File: src/hdl/cpu_bus_decoder_with_bank_mapper_assert.svh
// ----------------------------------------------------------------------------
// CPU bus decoder assertion macros
// Short forms for the clocked, reset-qualified checks used in the RTL.
// ----------------------------------------------------------------------------
`ifndef CPU_BUS_DECODER_WITH_BANK_MAPPER_ASSERT_SVH
`define CPU_BUS_DECODER_WITH_BANK_MAPPER_ASSERT_SVH

// Same-cycle implication, checked at every rising edge outside reset.
`define CBD_ASSERT_SAME(label, clk, rst_n, ante, cons) \
  label: assert property (@(posedge clk) disable iff (!rst_n) (ante) |-> (cons)) \
    else $error("cbd: same-cycle check failed");

// Next-cycle implication, checked at every rising edge outside reset.
`define CBD_ASSERT_NEXT(label, clk, rst_n, ante, cons) \
  label: assert property (@(posedge clk) disable iff (!rst_n) (ante) |=> (cons)) \
    else $error("cbd: next-cycle check failed");

`endif

File: src/hdl/cbd_pkg.sv
// ----------------------------------------------------------------------------
// CPU bus decoder package
// Beat types, region codes, address limits and system register indexes.
// ----------------------------------------------------------------------------
package cbd_pkg;

  // Region reported with every access.
  typedef enum logic [2:0] {
    REGION_RAM      = 3'd0,
    REGION_PROGRAM  = 3'd1,
    REGION_VIDEO    = 3'd2,
    REGION_SYSREG   = 3'd3,
    REGION_UNMAPPED = 3'd4
  } region_e;

  // Input beat: one CPU bus access.
  typedef struct packed {
    logic        command;
    logic [15:0] cpu_address;
    logic [7:0]  write_data;
  } req_t;

  // Output beat: the decoded access.
  typedef struct packed {
    logic [2:0]  target_region;
    logic [24:0] physical_address;
    logic [7:0]  read_data;
  } rsp_t;

  // System register write, as seen by the bank mapper.
  typedef struct packed {
    logic       en;
    logic [7:0] idx;
    logic [7:0] data;
  } reg_wr_t;

  // Access command codes.
  localparam logic CMD_READ  = 1'b0;
  localparam logic CMD_WRITE = 1'b1;

  // Address map limits.
  localparam logic [15:0] RAM_END     = 16'h1FFF;
  localparam logic [15:0] VIDEO_END   = 16'h20FF;
  localparam logic [15:0] SYSREG_END  = 16'h21FF;
  localparam logic [15:0] PROG_BASE   = 16'h4000;

  // Fixed bank values for the last windows.
  localparam logic [7:0] BANK_FIXED_FE = 8'hFE;
  localparam logic [7:0] BANK_FIXED_FF = 8'hFF;

  // System register indexes used by the bank mapper.
  localparam logic [7:0] REG_BANK1_R3  = 8'h00;
  localparam logic [7:0] REG_COMR      = 8'h05;
  localparam logic [7:0] REG_BANK0_R0  = 8'h07;
  localparam logic [7:0] REG_BANK0_R1  = 8'h08;
  localparam logic [7:0] REG_BANK0_R2  = 8'h09;
  localparam logic [7:0] REG_BANK0_R3  = 8'h0A;
  localparam logic [7:0] REG_BANK0_SEL = 8'h0B;
  localparam logic [7:0] REG_BANK1_R2  = 8'h0C;
  localparam logic [7:0] REG_BANK1_R0  = 8'h10;
  localparam logic [7:0] REG_BANK1_R1  = 8'h11;
  localparam logic [7:0] REG_BANK0_R4  = 8'h12;
  localparam logic [7:0] REG_BANK0_R5  = 8'h13;
  localparam logic [7:0] REG_BANK1_R45 = 8'h18;
  localparam logic [7:0] REG_EXT       = 8'h1C;

  // Upper six bits shared by the swapped alias registers 0x10 to 0x13.
  localparam logic [5:0] ALIAS_GROUP = 6'h04;

  // Window codes from address bits 15..13.
  localparam logic [2:0] WIN_2 = 3'd2;
  localparam logic [2:0] WIN_3 = 3'd3;
  localparam logic [2:0] WIN_4 = 3'd4;
  localparam logic [2:0] WIN_5 = 3'd5;
  localparam logic [2:0] WIN_6 = 3'd6;

  // Mask of the bank bits taken from the window register; the rest come
  // from bank register 0x0A. Select seven takes all bits from the window.
  function automatic logic [7:0] bank_mask(input logic [2:0] sel);
    logic [7:0] mask;
    unique case (sel)
      3'd0:    mask = 8'h3F;
      3'd1:    mask = 8'h1F;
      3'd2:    mask = 8'h0F;
      3'd3:    mask = 8'h07;
      3'd4:    mask = 8'h03;
      3'd5:    mask = 8'h01;
      3'd6:    mask = 8'h00;
      default: mask = 8'hFF;
    endcase
    return mask;
  endfunction

endpackage

File: src/hdl/cbd_ram.sv
// ----------------------------------------------------------------------------
// Generic synchronous RAM
// One write port and one read port; read data is registered.
// ----------------------------------------------------------------------------
module cbd_ram #(
  parameter int unsigned Width = 8,
  parameter int unsigned Depth = 256
) (
  input  logic                                   clk_i,
  input  logic                                   we_i,
  input  logic [((Depth > 1) ? $clog2(Depth) : 1)-1:0] waddr_i,
  input  logic [Width-1:0]                       wdata_i,
  input  logic                                   re_i,
  input  logic [((Depth > 1) ? $clog2(Depth) : 1)-1:0] raddr_i,
  output logic [Width-1:0]                       rdata_o
);

  logic [Width-1:0] mem_q [Depth];
  logic [Width-1:0] rdata_q;

  // Write and registered read; read data holds until the next read.
  always_ff @(posedge clk_i) begin
    if (we_i) begin
      mem_q[waddr_i] <= wdata_i;
    end
    if (re_i) begin
      rdata_q <= mem_q[raddr_i];
    end
  end

  assign rdata_o = rdata_q;

endmodule

File: src/hdl/cbd_bank_mapper.sv
// ----------------------------------------------------------------------------
// Program bank mapper
// Keeps copies of the bank control registers and forms the 25-bit physical
// address for program space accesses.
// ----------------------------------------------------------------------------
module cbd_bank_mapper (
  input  logic             clk_i,
  input  logic             rst_ni,
  input  cbd_pkg::reg_wr_t reg_wr_i,
  input  logic [15:0]      cpu_address_i,
  output logic [24:0]      physical_address_o
);

  // Copies of the bank registers, only the bits that the mapping uses.
  logic       comr6_q,  comr6_d;
  logic       pq2en_q,  pq2en_d;
  logic [2:0] sel_q,    sel_d;
  logic       ext5_q,   ext5_d;
  logic [7:0] b0r0_q,   b0r0_d;
  logic [7:0] b0r1_q,   b0r1_d;
  logic [7:0] b0r2_q,   b0r2_d;
  logic [7:0] b0r3_q,   b0r3_d;
  logic [7:0] b0r4_q,   b0r4_d;
  logic [7:0] b0r5_q,   b0r5_d;
  logic [3:0] b1r0_q,   b1r0_d;
  logic [3:0] b1r1_q,   b1r1_d;
  logic [3:0] b1r2_q,   b1r2_d;
  logic [3:0] b1r3_q,   b1r3_d;
  logic [7:0] b1r45_q,  b1r45_d;

  logic [2:0] win;
  logic [2:0] eff;
  logic [7:0] tp;
  logic [3:0] hi;
  logic [7:0] mask;
  logic [7:0] mid;

  // Register copies follow system register writes to their index.
  always_comb begin
    comr6_d = comr6_q;
    pq2en_d = pq2en_q;
    sel_d   = sel_q;
    ext5_d  = ext5_q;
    b0r0_d  = b0r0_q;
    b0r1_d  = b0r1_q;
    b0r2_d  = b0r2_q;
    b0r3_d  = b0r3_q;
    b0r4_d  = b0r4_q;
    b0r5_d  = b0r5_q;
    b1r0_d  = b1r0_q;
    b1r1_d  = b1r1_q;
    b1r2_d  = b1r2_q;
    b1r3_d  = b1r3_q;
    b1r45_d = b1r45_q;
    if (reg_wr_i.en) begin
      unique case (reg_wr_i.idx)
        cbd_pkg::REG_BANK1_R3:  b1r3_d  = reg_wr_i.data[3:0];
        cbd_pkg::REG_COMR:      comr6_d = reg_wr_i.data[6];
        cbd_pkg::REG_BANK0_R0:  b0r0_d  = reg_wr_i.data;
        cbd_pkg::REG_BANK0_R1:  b0r1_d  = reg_wr_i.data;
        cbd_pkg::REG_BANK0_R2:  b0r2_d  = reg_wr_i.data;
        cbd_pkg::REG_BANK0_R3:  b0r3_d  = reg_wr_i.data;
        cbd_pkg::REG_BANK0_SEL: begin
          pq2en_d = reg_wr_i.data[6];
          sel_d   = reg_wr_i.data[2:0];
        end
        cbd_pkg::REG_BANK1_R2:  b1r2_d  = reg_wr_i.data[3:0];
        cbd_pkg::REG_BANK1_R0:  b1r0_d  = reg_wr_i.data[3:0];
        cbd_pkg::REG_BANK1_R1:  b1r1_d  = reg_wr_i.data[3:0];
        cbd_pkg::REG_BANK0_R4:  b0r4_d  = reg_wr_i.data;
        cbd_pkg::REG_BANK0_R5:  b0r5_d  = reg_wr_i.data;
        cbd_pkg::REG_BANK1_R45: b1r45_d = reg_wr_i.data;
        cbd_pkg::REG_EXT:       ext5_d  = reg_wr_i.data[5];
        default: ;
      endcase
    end
  end

  always_ff @(posedge clk_i or negedge rst_ni) begin
    if (!rst_ni) begin
      comr6_q <= 1'b0;
      pq2en_q <= 1'b0;
      sel_q   <= '0;
      ext5_q  <= 1'b0;
      b0r0_q  <= '0;
      b0r1_q  <= '0;
      b0r2_q  <= '0;
      b0r3_q  <= '0;
      b0r4_q  <= '0;
      b0r5_q  <= '0;
      b1r0_q  <= '0;
      b1r1_q  <= '0;
      b1r2_q  <= '0;
      b1r3_q  <= '0;
      b1r45_q <= '0;
    end else begin
      comr6_q <= comr6_d;
      pq2en_q <= pq2en_d;
      sel_q   <= sel_d;
      ext5_q  <= ext5_d;
      b0r0_q  <= b0r0_d;
      b0r1_q  <= b0r1_d;
      b0r2_q  <= b0r2_d;
      b0r3_q  <= b0r3_d;
      b0r4_q  <= b0r4_d;
      b0r5_q  <= b0r5_d;
      b1r0_q  <= b1r0_d;
      b1r1_q  <= b1r1_d;
      b1r2_q  <= b1r2_d;
      b1r3_q  <= b1r3_d;
      b1r45_q <= b1r45_d;
    end
  end

  // Window selection; windows four and six swap when COMR bit 6 is set.
  assign win = cpu_address_i[15:13];
  assign eff = (comr6_q && (win == cbd_pkg::WIN_4 || win == cbd_pkg::WIN_6)) ?
               (win ^ 3'b010) : win;

  // Bank value and extension nibble for the window.
  always_comb begin
    unique case (eff)
      cbd_pkg::WIN_2: begin
        tp = b0r4_q;
        hi = b1r45_q[3:0];
      end
      cbd_pkg::WIN_3: begin
        tp = b0r5_q;
        hi = b1r45_q[7:4];
      end
      cbd_pkg::WIN_4: begin
        tp = b0r0_q;
        hi = b1r0_q;
      end
      cbd_pkg::WIN_5: begin
        tp = b0r1_q;
        hi = b1r1_q;
      end
      cbd_pkg::WIN_6: begin
        tp = pq2en_q ? b0r2_q : cbd_pkg::BANK_FIXED_FE;
        hi = pq2en_q ? b1r2_q : b1r3_q;
      end
      default: begin
        tp = cbd_pkg::BANK_FIXED_FF;
        hi = b1r3_q;
      end
    endcase
    // The extension override applies to the upper half of the address space.
    if (ext5_q && cpu_address_i[15]) begin
      hi = b1r3_q;
    end
  end

  // Merge the window bank with register 0x0A under the selected mask.
  assign mask = cbd_pkg::bank_mask(sel_q);
  assign mid  = (b0r3_q & ~mask) | (tp & mask);

  assign physical_address_o = {hi, mid, cpu_address_i[12:0]};

endmodule

File: src/hdl/cpu_bus_decoder_with_bank_mapper.sv
// Latency: a result beat is valid in the cycle after its access beat is taken.
// Throughput: one access per cycle unless a held result beat stalls the input;
// the register file RAM has one read and one write port and is read in the
// accept cycle, so back-to-back accesses to the same register need no stall.
// Reset: valid bits and bank register copies clear at once, so every system
// register reads zero right after reset; there is no clearing pass.
// ----------------------------------------------------------------------------
// CPU bus decoder with bank mapper
// Classifies each CPU access, translates program space addresses and keeps
// the 256-byte system register file.
// ----------------------------------------------------------------------------
`include "cpu_bus_decoder_with_bank_mapper_assert.svh"

module cpu_bus_decoder_with_bank_mapper (
  input  logic          clk_i,
  input  logic          rst_ni,
  input  logic          in_valid_i,
  output logic          in_ready_o,
  input  cbd_pkg::req_t in_data_i,
  output logic          out_valid_o,
  input  logic          out_ready_i,
  output cbd_pkg::rsp_t out_data_o
);

  localparam int unsigned RegDepth = 256;

  logic             accept;
  logic [15:0]      addr;
  logic [7:0]       idx;
  logic [7:0]       rd_idx;
  cbd_pkg::region_e region;
  logic [24:0]      pa;
  logic [24:0]      prog_pa;
  logic             sys_wr;
  logic             sys_rd;
  cbd_pkg::reg_wr_t reg_wr;
  logic [7:0]       ram_rdata;

  logic [RegDepth-1:0] valid_q, valid_d;
  logic                out_valid_q, out_valid_d;
  logic [2:0]          region_q;
  logic [24:0]         pa_q;
  logic                rd_hit_q;

  assign accept     = in_valid_i && in_ready_o;
  assign in_ready_o = !out_valid_q || out_ready_i;
  assign addr       = in_data_i.cpu_address;
  assign idx        = addr[7:0];

  // Region decode and physical address; program addresses come from the bank mapper.
  always_comb begin
    pa = '0;
    priority if (addr <= cbd_pkg::RAM_END) begin
      region = cbd_pkg::REGION_RAM;
      pa     = {9'd0, addr};
    end else if (addr >= cbd_pkg::PROG_BASE) begin
      region = cbd_pkg::REGION_PROGRAM;
      pa     = prog_pa;
    end else if (addr <= cbd_pkg::VIDEO_END) begin
      region = cbd_pkg::REGION_VIDEO;
      pa     = {17'd0, idx};
    end else if (addr <= cbd_pkg::SYSREG_END) begin
      region = cbd_pkg::REGION_SYSREG;
      pa     = {17'd0, idx};
    end else begin
      region = cbd_pkg::REGION_UNMAPPED;
    end
  end

  // Register file access strobes; reads of 0x10 to 0x13 use swapped aliases.
  assign sys_wr = accept && (region == cbd_pkg::REGION_SYSREG) &&
                  (in_data_i.command == cbd_pkg::CMD_WRITE);
  assign sys_rd = accept && (region == cbd_pkg::REGION_SYSREG) &&
                  (in_data_i.command == cbd_pkg::CMD_READ);
  assign rd_idx = (idx[7:2] == cbd_pkg::ALIAS_GROUP) ? (idx ^ 8'h02) : idx;

  assign reg_wr.en   = sys_wr;
  assign reg_wr.idx  = idx;
  assign reg_wr.data = in_data_i.write_data;

  cbd_ram #(
    .Width (8),
    .Depth (RegDepth)
  ) u_reg_ram (
    .clk_i   (clk_i),
    .we_i    (sys_wr),
    .waddr_i (idx),
    .wdata_i (in_data_i.write_data),
    .re_i    (sys_rd),
    .raddr_i (rd_idx),
    .rdata_o (ram_rdata)
  );

  cbd_bank_mapper u_bank_mapper (
    .clk_i              (clk_i),
    .rst_ni             (rst_ni),
    .reg_wr_i           (reg_wr),
    .cpu_address_i      (addr),
    .physical_address_o (prog_pa)
  );

  // Written-entry tracking: an entry never written reads as zero.
  always_comb begin
    valid_d = valid_q;
    if (sys_wr) begin
      valid_d[idx] = 1'b1;
    end
  end

  // Output handshake state.
  always_comb begin
    out_valid_d = out_valid_q;
    if (accept) begin
      out_valid_d = 1'b1;
    end else if (out_ready_i) begin
      out_valid_d = 1'b0;
    end
  end

  always_ff @(posedge clk_i or negedge rst_ni) begin
    if (!rst_ni) begin
      valid_q     <= '0;
      out_valid_q <= 1'b0;
    end else begin
      valid_q     <= valid_d;
      out_valid_q <= out_valid_d;
    end
  end

  // Output payload register; the RAM registers its read data at the same edge.
  always_ff @(posedge clk_i) begin
    if (accept) begin
      region_q <= region;
      pa_q     <= pa;
      rd_hit_q <= sys_rd && valid_q[rd_idx];
    end
  end

  assign out_valid_o                 = out_valid_q;
  assign out_data_o.target_region    = region_q;
  assign out_data_o.physical_address = pa_q;
  assign out_data_o.read_data        = rd_hit_q ? ram_rdata : 8'd0;

  // A result beat outside the system register region carries zero read data.
  `CBD_ASSERT_SAME(a_rdata_zero, clk_i, rst_ni,
    out_valid_q && (region_q != cbd_pkg::REGION_SYSREG), out_data_o.read_data == 8'd0)

  // Unmapped accesses report a zero physical address.
  `CBD_ASSERT_SAME(a_unmapped_pa, clk_i, rst_ni,
    out_valid_q && (region_q == cbd_pkg::REGION_UNMAPPED), pa_q == 25'd0)

  // A register write marks its entry as written.
  `CBD_ASSERT_NEXT(a_wr_marks_valid, clk_i, rst_ni,
    sys_wr, valid_q[$past(idx)])

  // A stalled result beat stays in place.
  `CBD_ASSERT_NEXT(a_stall_holds, clk_i, rst_ni,
    out_valid_q && !out_ready_i, out_valid_q && $stable(pa_q) && $stable(region_q))

endmodule
File: config.mk
export PLATFORM = sky130hd
export DESIGN_NAME = cpu_bus_decoder_with_bank_mapper
export DESIGN_NICKNAME = d
export VERILOG_FILES = /design/src/hdl/cbd_pkg.sv /design/src/hdl/cbd_ram.sv /design/src/hdl/cbd_bank_mapper.sv /design/src/hdl/cpu_bus_decoder_with_bank_mapper.sv
export VERILOG_INCLUDE_DIRS = /design/src /design/src/hdl
export SDC_FILE = /design/constraint.sdc
export NUM_CORES = 2
export LEC_CHECK = 0
export ABC_AREA = 1
export BUFFER_PORTS_ARGS = -buffer_cell sky130_fd_sc_hd__buf_4
export CAP_MARGIN = 20
export CELL_PAD_IN_SITES_DETAIL_PLACEMENT = 0
export CELL_PAD_IN_SITES_GLOBAL_PLACEMENT = 1
export CORE_UTILIZATION = 43
export CTS_CLUSTER_SIZE = 16
export DETAILED_ROUTE_END_ITERATION = 8
export PLACE_DENSITY = 0.75
export SLEW_MARGIN = 20
export SYNTH_ARGS = -nofsm -noshare
export SYNTH_HDL_FRONTEND = slang
export SYNTH_SLANG_ARGS = --single-unit
export TNS_END_PERCENT = 10
File: constraint.sdc
create_clock -name clk_i -period 1.93 [get_ports clk_i]
set_input_delay 0.386 -clock clk_i [delete_from_list [all_inputs] [get_ports clk_i]]
set_output_delay 0.386 -clock clk_i [all_outputs]
set_load 0.05 [all_outputs]
# Yosys cells after proc, flatten, opt, wreduce, memory -nomap -nowiden
# Memories as Yosys holds them, arrays and structs flattened. A register that Yosys moved wholly into a read port is not among the register bits.
# Index checks and enable logic that the tools add are counted.
[totals] ramBits=2048 input_bits=29 out_inout_bits=38 register_bits=364 wordCells=118 memories=1
[mem_list] memory="u_reg_ram.mem_q" depth=256 word_bits=8 read_ports=1 rd_clocked_by_memory_dff=1 wr=1 line_no="cbd_ram.sv:18" rtl="logic [Width-1:0] mem_q [Depth];"
[classes] reduce_logical=28 magnitude_cmp=7 eq_ne=28 n_mux=25 bitwise=8
[ops] operator="bitwise OR 256 bit" n=1
[ops] operator="one-hot mux 8 bit (7 select lines)" n=1
[ops] operator="== test 8 x 5 -> 1 bit (second input constant)" n=6
[ops] operator="== test 8 x 4 -> 1 bit (second input constant)" n=5
[ops] operator="one-hot mux 8 bit (5 select lines)" n=1
[ops] operator="less-or-equal comparator 16 x 14 -> 1 bit (second input constant)" n=2
[ops] operator="two-way mux 8 bit" n=4
[ops] operator="AND reduction 2 bit" n=14
[ops] operator="two-way mux 25 bit" n=1
[ops] operator="== test 3 bit (second input constant)" n=8
[ops] operator="one-hot mux 4 bit (5 select lines)" n=1
[ops] operator="< comparator 8 x 9 -> 1 bit (second input constant)" n=2
[ops] operator="bitwise AND 8 bit" n=2
[ops] operator="== test 8 x 3 -> 1 bit (second input constant)" n=2
[ops] operator="greater-or-equal comparator 16 x 15 -> 1 bit (second input constant)" n=1
[ops] operator="less-or-equal comparator 16 x 13 -> 1 bit (second input constant)" n=1
[ops] operator="two-way mux 16 bit" n=1
[ops] operator="== test 3 x 2 -> 1 bit (second input constant)" n=5
[ops] operator="two-way mux 3 bit" n=4
[ops] operator="binary-select mux 1 bit (select 8 bit)" n=1
[ops] operator="demux 1 bit (select 8 bit)" n=1
[ops] operator="greater-or-equal comparator 8 x 1 -> 1 bit (second input constant)" n=1
[ops] operator="logical AND 1 bit" n=8
[ops] operator="zero test 8 bit" n=1
[ops] operator="12 further kinds" n=22

# Depth between registers and ports, before layout
[depth] ltp_word=10 depth_mapped=17

# Modules after synthesis
# A second synthesis with hierarchy kept.
[hier_totals] cells_unflattened=8932 area_unflattened_um2=100488.9
[modules_own_cells] module="cbd_ram" seq_area_each_um2=61739.2 area_per_inst_um2=83476.3 n_inst=1 cells_per_inst=7003
[modules_own_cells] module="cpu_bus_decoder_with_bank_mapper" seq_area_each_um2=7302.0 area_per_inst_um2=12981.2 n_inst=1 cells_per_inst=1405
[modules_own_cells] module="cbd_bank_mapper" seq_area_each_um2=1951.9 area_per_inst_um2=4031.4 n_inst=1 cells_per_inst=524

# Worst setup path before layout
# OpenSTA, ideal clock, no wires.
[synth_timing] path_kind="register to register" from="register out_valid_q (netlist: out_valid_o)" to="memory u_reg_ram.mem_q[96][0] (enable)" setup_ps=370 stages_incl_launch_ff=11 path_slack_ps=-939 period_less_slack_ps=2869 arrival_ps=2498 path_cell_list="dfrtp_1 -> nand2_1 -> nand2_1 -> nor2_2 -> nand2_2 -> inv_4 -> buf_12 -> nand3_2 -> buf_4 -> buf_6 -> nor2_1"
[synth_between] elab_chain_len=7
[synth_lines] item="from (decl)" line_no="cpu_bus_decoder_with_bank_mapper.sv:40" rtl="logic out_valid_q, out_valid_d;"
[synth_lines] item="from (signal assigned)" line_no="cpu_bus_decoder_with_bank_mapper.sv:126" rtl="out_valid_q <= out_valid_d;"
[synth_lines] item="zero test 1 bit" line_no="cpu_bus_decoder_with_bank_mapper.sv:46" rtl="assign in_ready_o = !out_valid_q || out_ready_i;"
[synth_lines] item="logical OR 1 bit" line_no="cpu_bus_decoder_with_bank_mapper.sv:46"
[synth_lines] item="net in_ready_o" line_no="cpu_bus_decoder_with_bank_mapper.sv:18" rtl="output logic in_ready_o,"
[synth_lines] item="logical AND 1 bit" line_no="cpu_bus_decoder_with_bank_mapper.sv:45" rtl="assign accept = in_valid_i && in_ready_o;"
[synth_lines] item="logical AND 1 bit (2 in series)" line_no="cpu_bus_decoder_with_bank_mapper.sv:71" rtl="assign sys_wr = accept && (region == cbd_pkg::REGION_SYSREG) &&"
[synth_lines] item="two-way mux 1 bit" line_no="cbd_ram.sv:23" rtl="if (we_i) begin"
[synth_lines] item="two-way mux 1 bit (implied by the code)" line_no="cbd_ram.sv:24" rtl="mem_q[waddr_i] <= wdata_i;"
[synth_lines] item="to (decl)" line_no="cbd_ram.sv:18"
# The timed path passes the listed nets, and every way through them passes these cells.

==> impl_metrics.toml <==
[setup_path]
r2r_start = "out_valid_o"
end_kind = "primary output"
path_cells = "buf_12, nand2_8, inv_8, buf_8"
cp_max_fo = 8
worstSetupStartpoint = "rd_hit_q"
startpoint_type = "register"
cp.required_ns = 1.54
r2r_slack_ns = -0.27
reg2reg_depth = 11
critPathKind = "register to primary output"
critPathSlowestCell = "edfxtp_1"
crit_cells = 4
crit_family = "buffers and inverters"
crit_buf_inv = 3
r2r_end = "u_reg_ram.mem_q[119][7]"
arrival_ns = 1.84
critical_path.max_stage_delay_ns = 0.37

[pwr]
power_frac_seq_pct = 50.5
swShare_pct = 23.15
p_clk_share_pct = 41.5
p_int_uw = 86640
power_density_nw_per_um2 = 904.8
p_switching_uw = 26090
p_leak_uw = 0.05099
vdd_drop_max_uv = 726.3
p_comb_share_pct = 8.0

[global_route]
grt_max_degree = 88
grt_antenna_before_repair = 10
gr-total-overflow = 0
grt_pass1_vias = 68070
grt_pass1_wl_um = 451700
track_usage_pct = 26.65

[floorplan]
die-width_um = 479.4
placementRows = 174
core_area_sq_um = 225500
pin_count = 67
start_util_pct = 43.45
dieHeight_um = 479.4
die_area_sq_um = 229800

[routing]
ant_nets = 0
dr_total_vias = 69930
drtIter0Drc = 7435
wire_per_inst_um = 23.39
first_pass_iters = 6
viasPerCell = 5.274
wl_um = 310100
drc = 0

[cells_and_area]
instances_no_fill = 13260
layout.nets = 10090
nFillCells = 18860
final_common_cell = "nand2_1"
area_growth_pct = 27.15
drive_above_1_share_pct = 20.80
mostFrequentLayoutCells = "nand2_1 (4,103), edfxtp_1 (2,085), buf_4 (727)"

[placement]
io_buffers = 66
place_inst = 12630
dp_hpwl_um = 193800
place_congestion = 0.9086

[synth]
ys_seq_elements = 2420
synth_top_area_share_pct = 63.89
syn_inst = 9039
yosys.area.top_type = "edfxtp_1"
synth_cell_types = 44
synthArstFlopShare_pct = 13.84
syn_nets = 9068
yosysSeqAreaShare_pct = 72.45
ys_warn_count = 0
synth.top_cells.by_area = "edfxtp_1 (64%), nand2_1 (16%), dfrtp_1 (8.6%)"
synth_ff_type = "edfxtp_1"
synth_edf_count = 2085
synth_area_sq_um = 97990
syn_avg_cell_area_sq_um = 10.84

[timing]
maxSlewHeadroom_pct = 28.80
skew_ns = 0.03926
rsz0062_at_grt = "true"
fmaxAchievable_mhz = 449.5
fin_crit_sh_pct = 115.3
final_max_slew_viol_count = 0
finalSetupViolations = 2175
hold_violations = 0
worstMarginPinSlew_ns = 1.065
post-route-min-period_ns = 2.225
worst_slack_ns = -0.2945
setup_tns_ns = -285.05

[clock_network]
h-tree-depth = 4
clk_latency_ns = 0.91
cts_tree = "built"
root_buffer = "clkbuf_16"
numCtsBuffers = 235
path_clk_slew_ns = 0.06
cts.sinks = 2420
cts_buffer_depth = 3

[run]
drv_cap = 0

[worst_hold_path]
min_from = "in_data_i[16]"
hold_depth = 4
hold_end = "region_q[0]"
hp-class = "input port to register"

[status]
violations = "setup timing"
status = "finished with violations"
[cells by family (layout without fill, tap and decap cells)]
family	after synthesis	count (layout)	share of synthesized area (%)
other cells	0	3	0
flops	2420	2420	72.45
simple gates	5571	5571	22.45
compound gates	418	418	2.273
buf+inv	630	1855	2.831
[power by group through the flow]
| stage | clock [uW] | combinational, uW | sequential, uW |
|---|---|---|---|
| after global routing | 49200 | 9590 | 56900 |
| after detailed placement | 0 | 8060 | 58000 |
| after CTS | 47300 | 8750 | 56900 |
| final | 46800 | 9020 | 56900 |
| after floorplan | 0 | 3260 | 58200 |
| after global placement | 0 | 8020 | 58000 |
[through the flow]
step	worst slack (ns)	total power, uW	area, sq um	utilization, %	hold WS [ns]
6_report	-0.2945	112700	124600	55.24	0.08431
5_1_grt	-0.3241	115700	124600	55.24	0.06861
4_1_cts	-0.3056	112900	123400	54.72	0.05771
3_5_place_dp	-1.338	66090	112100	49.71	0.3418
3_3_place_gp	-1.341	66040	112100	49.71	0.3429
2_1_floorplan	-0.4125	61450	98940	-	0.09041
[layout make-up]
type / count / area, sq um / area share (%)
inverter: 192 / 828.3 / 0.6648
clock buffer: 310 / 6449 / 5.176
timing repair buffer: 1217 / 14640 / 11.75
multi-input combinational: 5989 / 26490 / 21.26
antenna: 3 / 7.507 / 0.006025
tap: 2992 / 3744 / 3.005
clock inverter: 135 / 1421 / 1.141
sequential: 2420 / 70990 / 56.98
timing repair inverter: 1 / 20.02 / 0.01607
[routing by layer]
metal	global-route usage, %	vias to the layer above	part of all wire, %
li1	-	31980	-
met1	37.04	34490	42
met2	42.52	2967	47
met3	3.584	500	7.7
met4	10.54	0	4.0
met5	0	-	0
[cell usage after synthesis, types with 6 or more instances]
| master | number |
|---|---|
| nand2_1 | 4168 |
| edfxtp_1 | 2085 |
| nor2_1 | 862 |
| dfrtp_1 | 335 |
| o21ai_0 | 242 |
| nand3_1 | 234 |
| buf_2 | 221 |
| inv_1 | 179 |
| clkbuf_1 | 171 |
| or2_2 | 130 |
| o21ai_1 | 96 |
| nor3_1 | 82 |
| o22ai_1 | 49 |
| or2_1 | 36 |
| buf_1 | 28 |
| nand4_1 | 15 |
| nor2_2 | 14 |
| buf_6 | 12 |
| a21oi_1 | 10 |
| nand3_2 | 9 |
| a221oi_1 | 6 |
| clkinv_1 | 6 |
| nand2_2 | 6 |
[state kept, by name, summed over array words and instances, names as in the netlist]
name,count
out_valid_o,1
pa_q,25
rd_hit_q,1
region_q,3
u_bank_mapper.b0r0_q,8
u_bank_mapper.b0r1_q,8
u_bank_mapper.b0r2_q,8
u_bank_mapper.b0r3_q,8
u_bank_mapper.b0r4_q,8
u_bank_mapper.b0r5_q,8
u_bank_mapper.b1r0_q,4
u_bank_mapper.b1r1_q,4
u_bank_mapper.b1r2_q,4
u_bank_mapper.b1r3_q,4
u_bank_mapper.b1r45_q,8
u_bank_mapper.comr6_q,1
u_bank_mapper.ext5_q,1
u_bank_mapper.pq2en_q,1
u_bank_mapper.sel_q,3
u_reg_ram.mem_q,2048
u_reg_ram.rdata_o,8
valid_q,256
[worst min-delay path: cells and delay by family]
kind          cells  cell delay [ns]
buf+inv           2             0.29
simple gates      2             0.21
[timing repair]
| item | 4_1_cts | 5_1_grt |
|---|---|---|
| setup buffers | 76 | 37 |
| pin swaps | 62 | 41 |
| gates cloned | 36 | 13 |
| gates resized for setup | 371 | 172 |
| hold buffers | 30 | 0 |
| hold endpoints to repair | 468 | 0 |
| endpoints found under the setup margin | 2213 | 2248 |
[worst max-delay path by stage]
stage | endpoint | slack [ns]
after floorplan | u_reg_ram.mem_q[31][0] | -0.41
after global placement | u_reg_ram.rdata_o[1] | -1.34
after detailed placement | u_reg_ram.rdata_o[1] | -1.34
after CTS | out_data_o[7] | -0.31
after global routing | out_data_o[2] | -0.32
final | out_data_o[2] | -0.29
No activity file was read; power rests on OpenSTA's default activity.
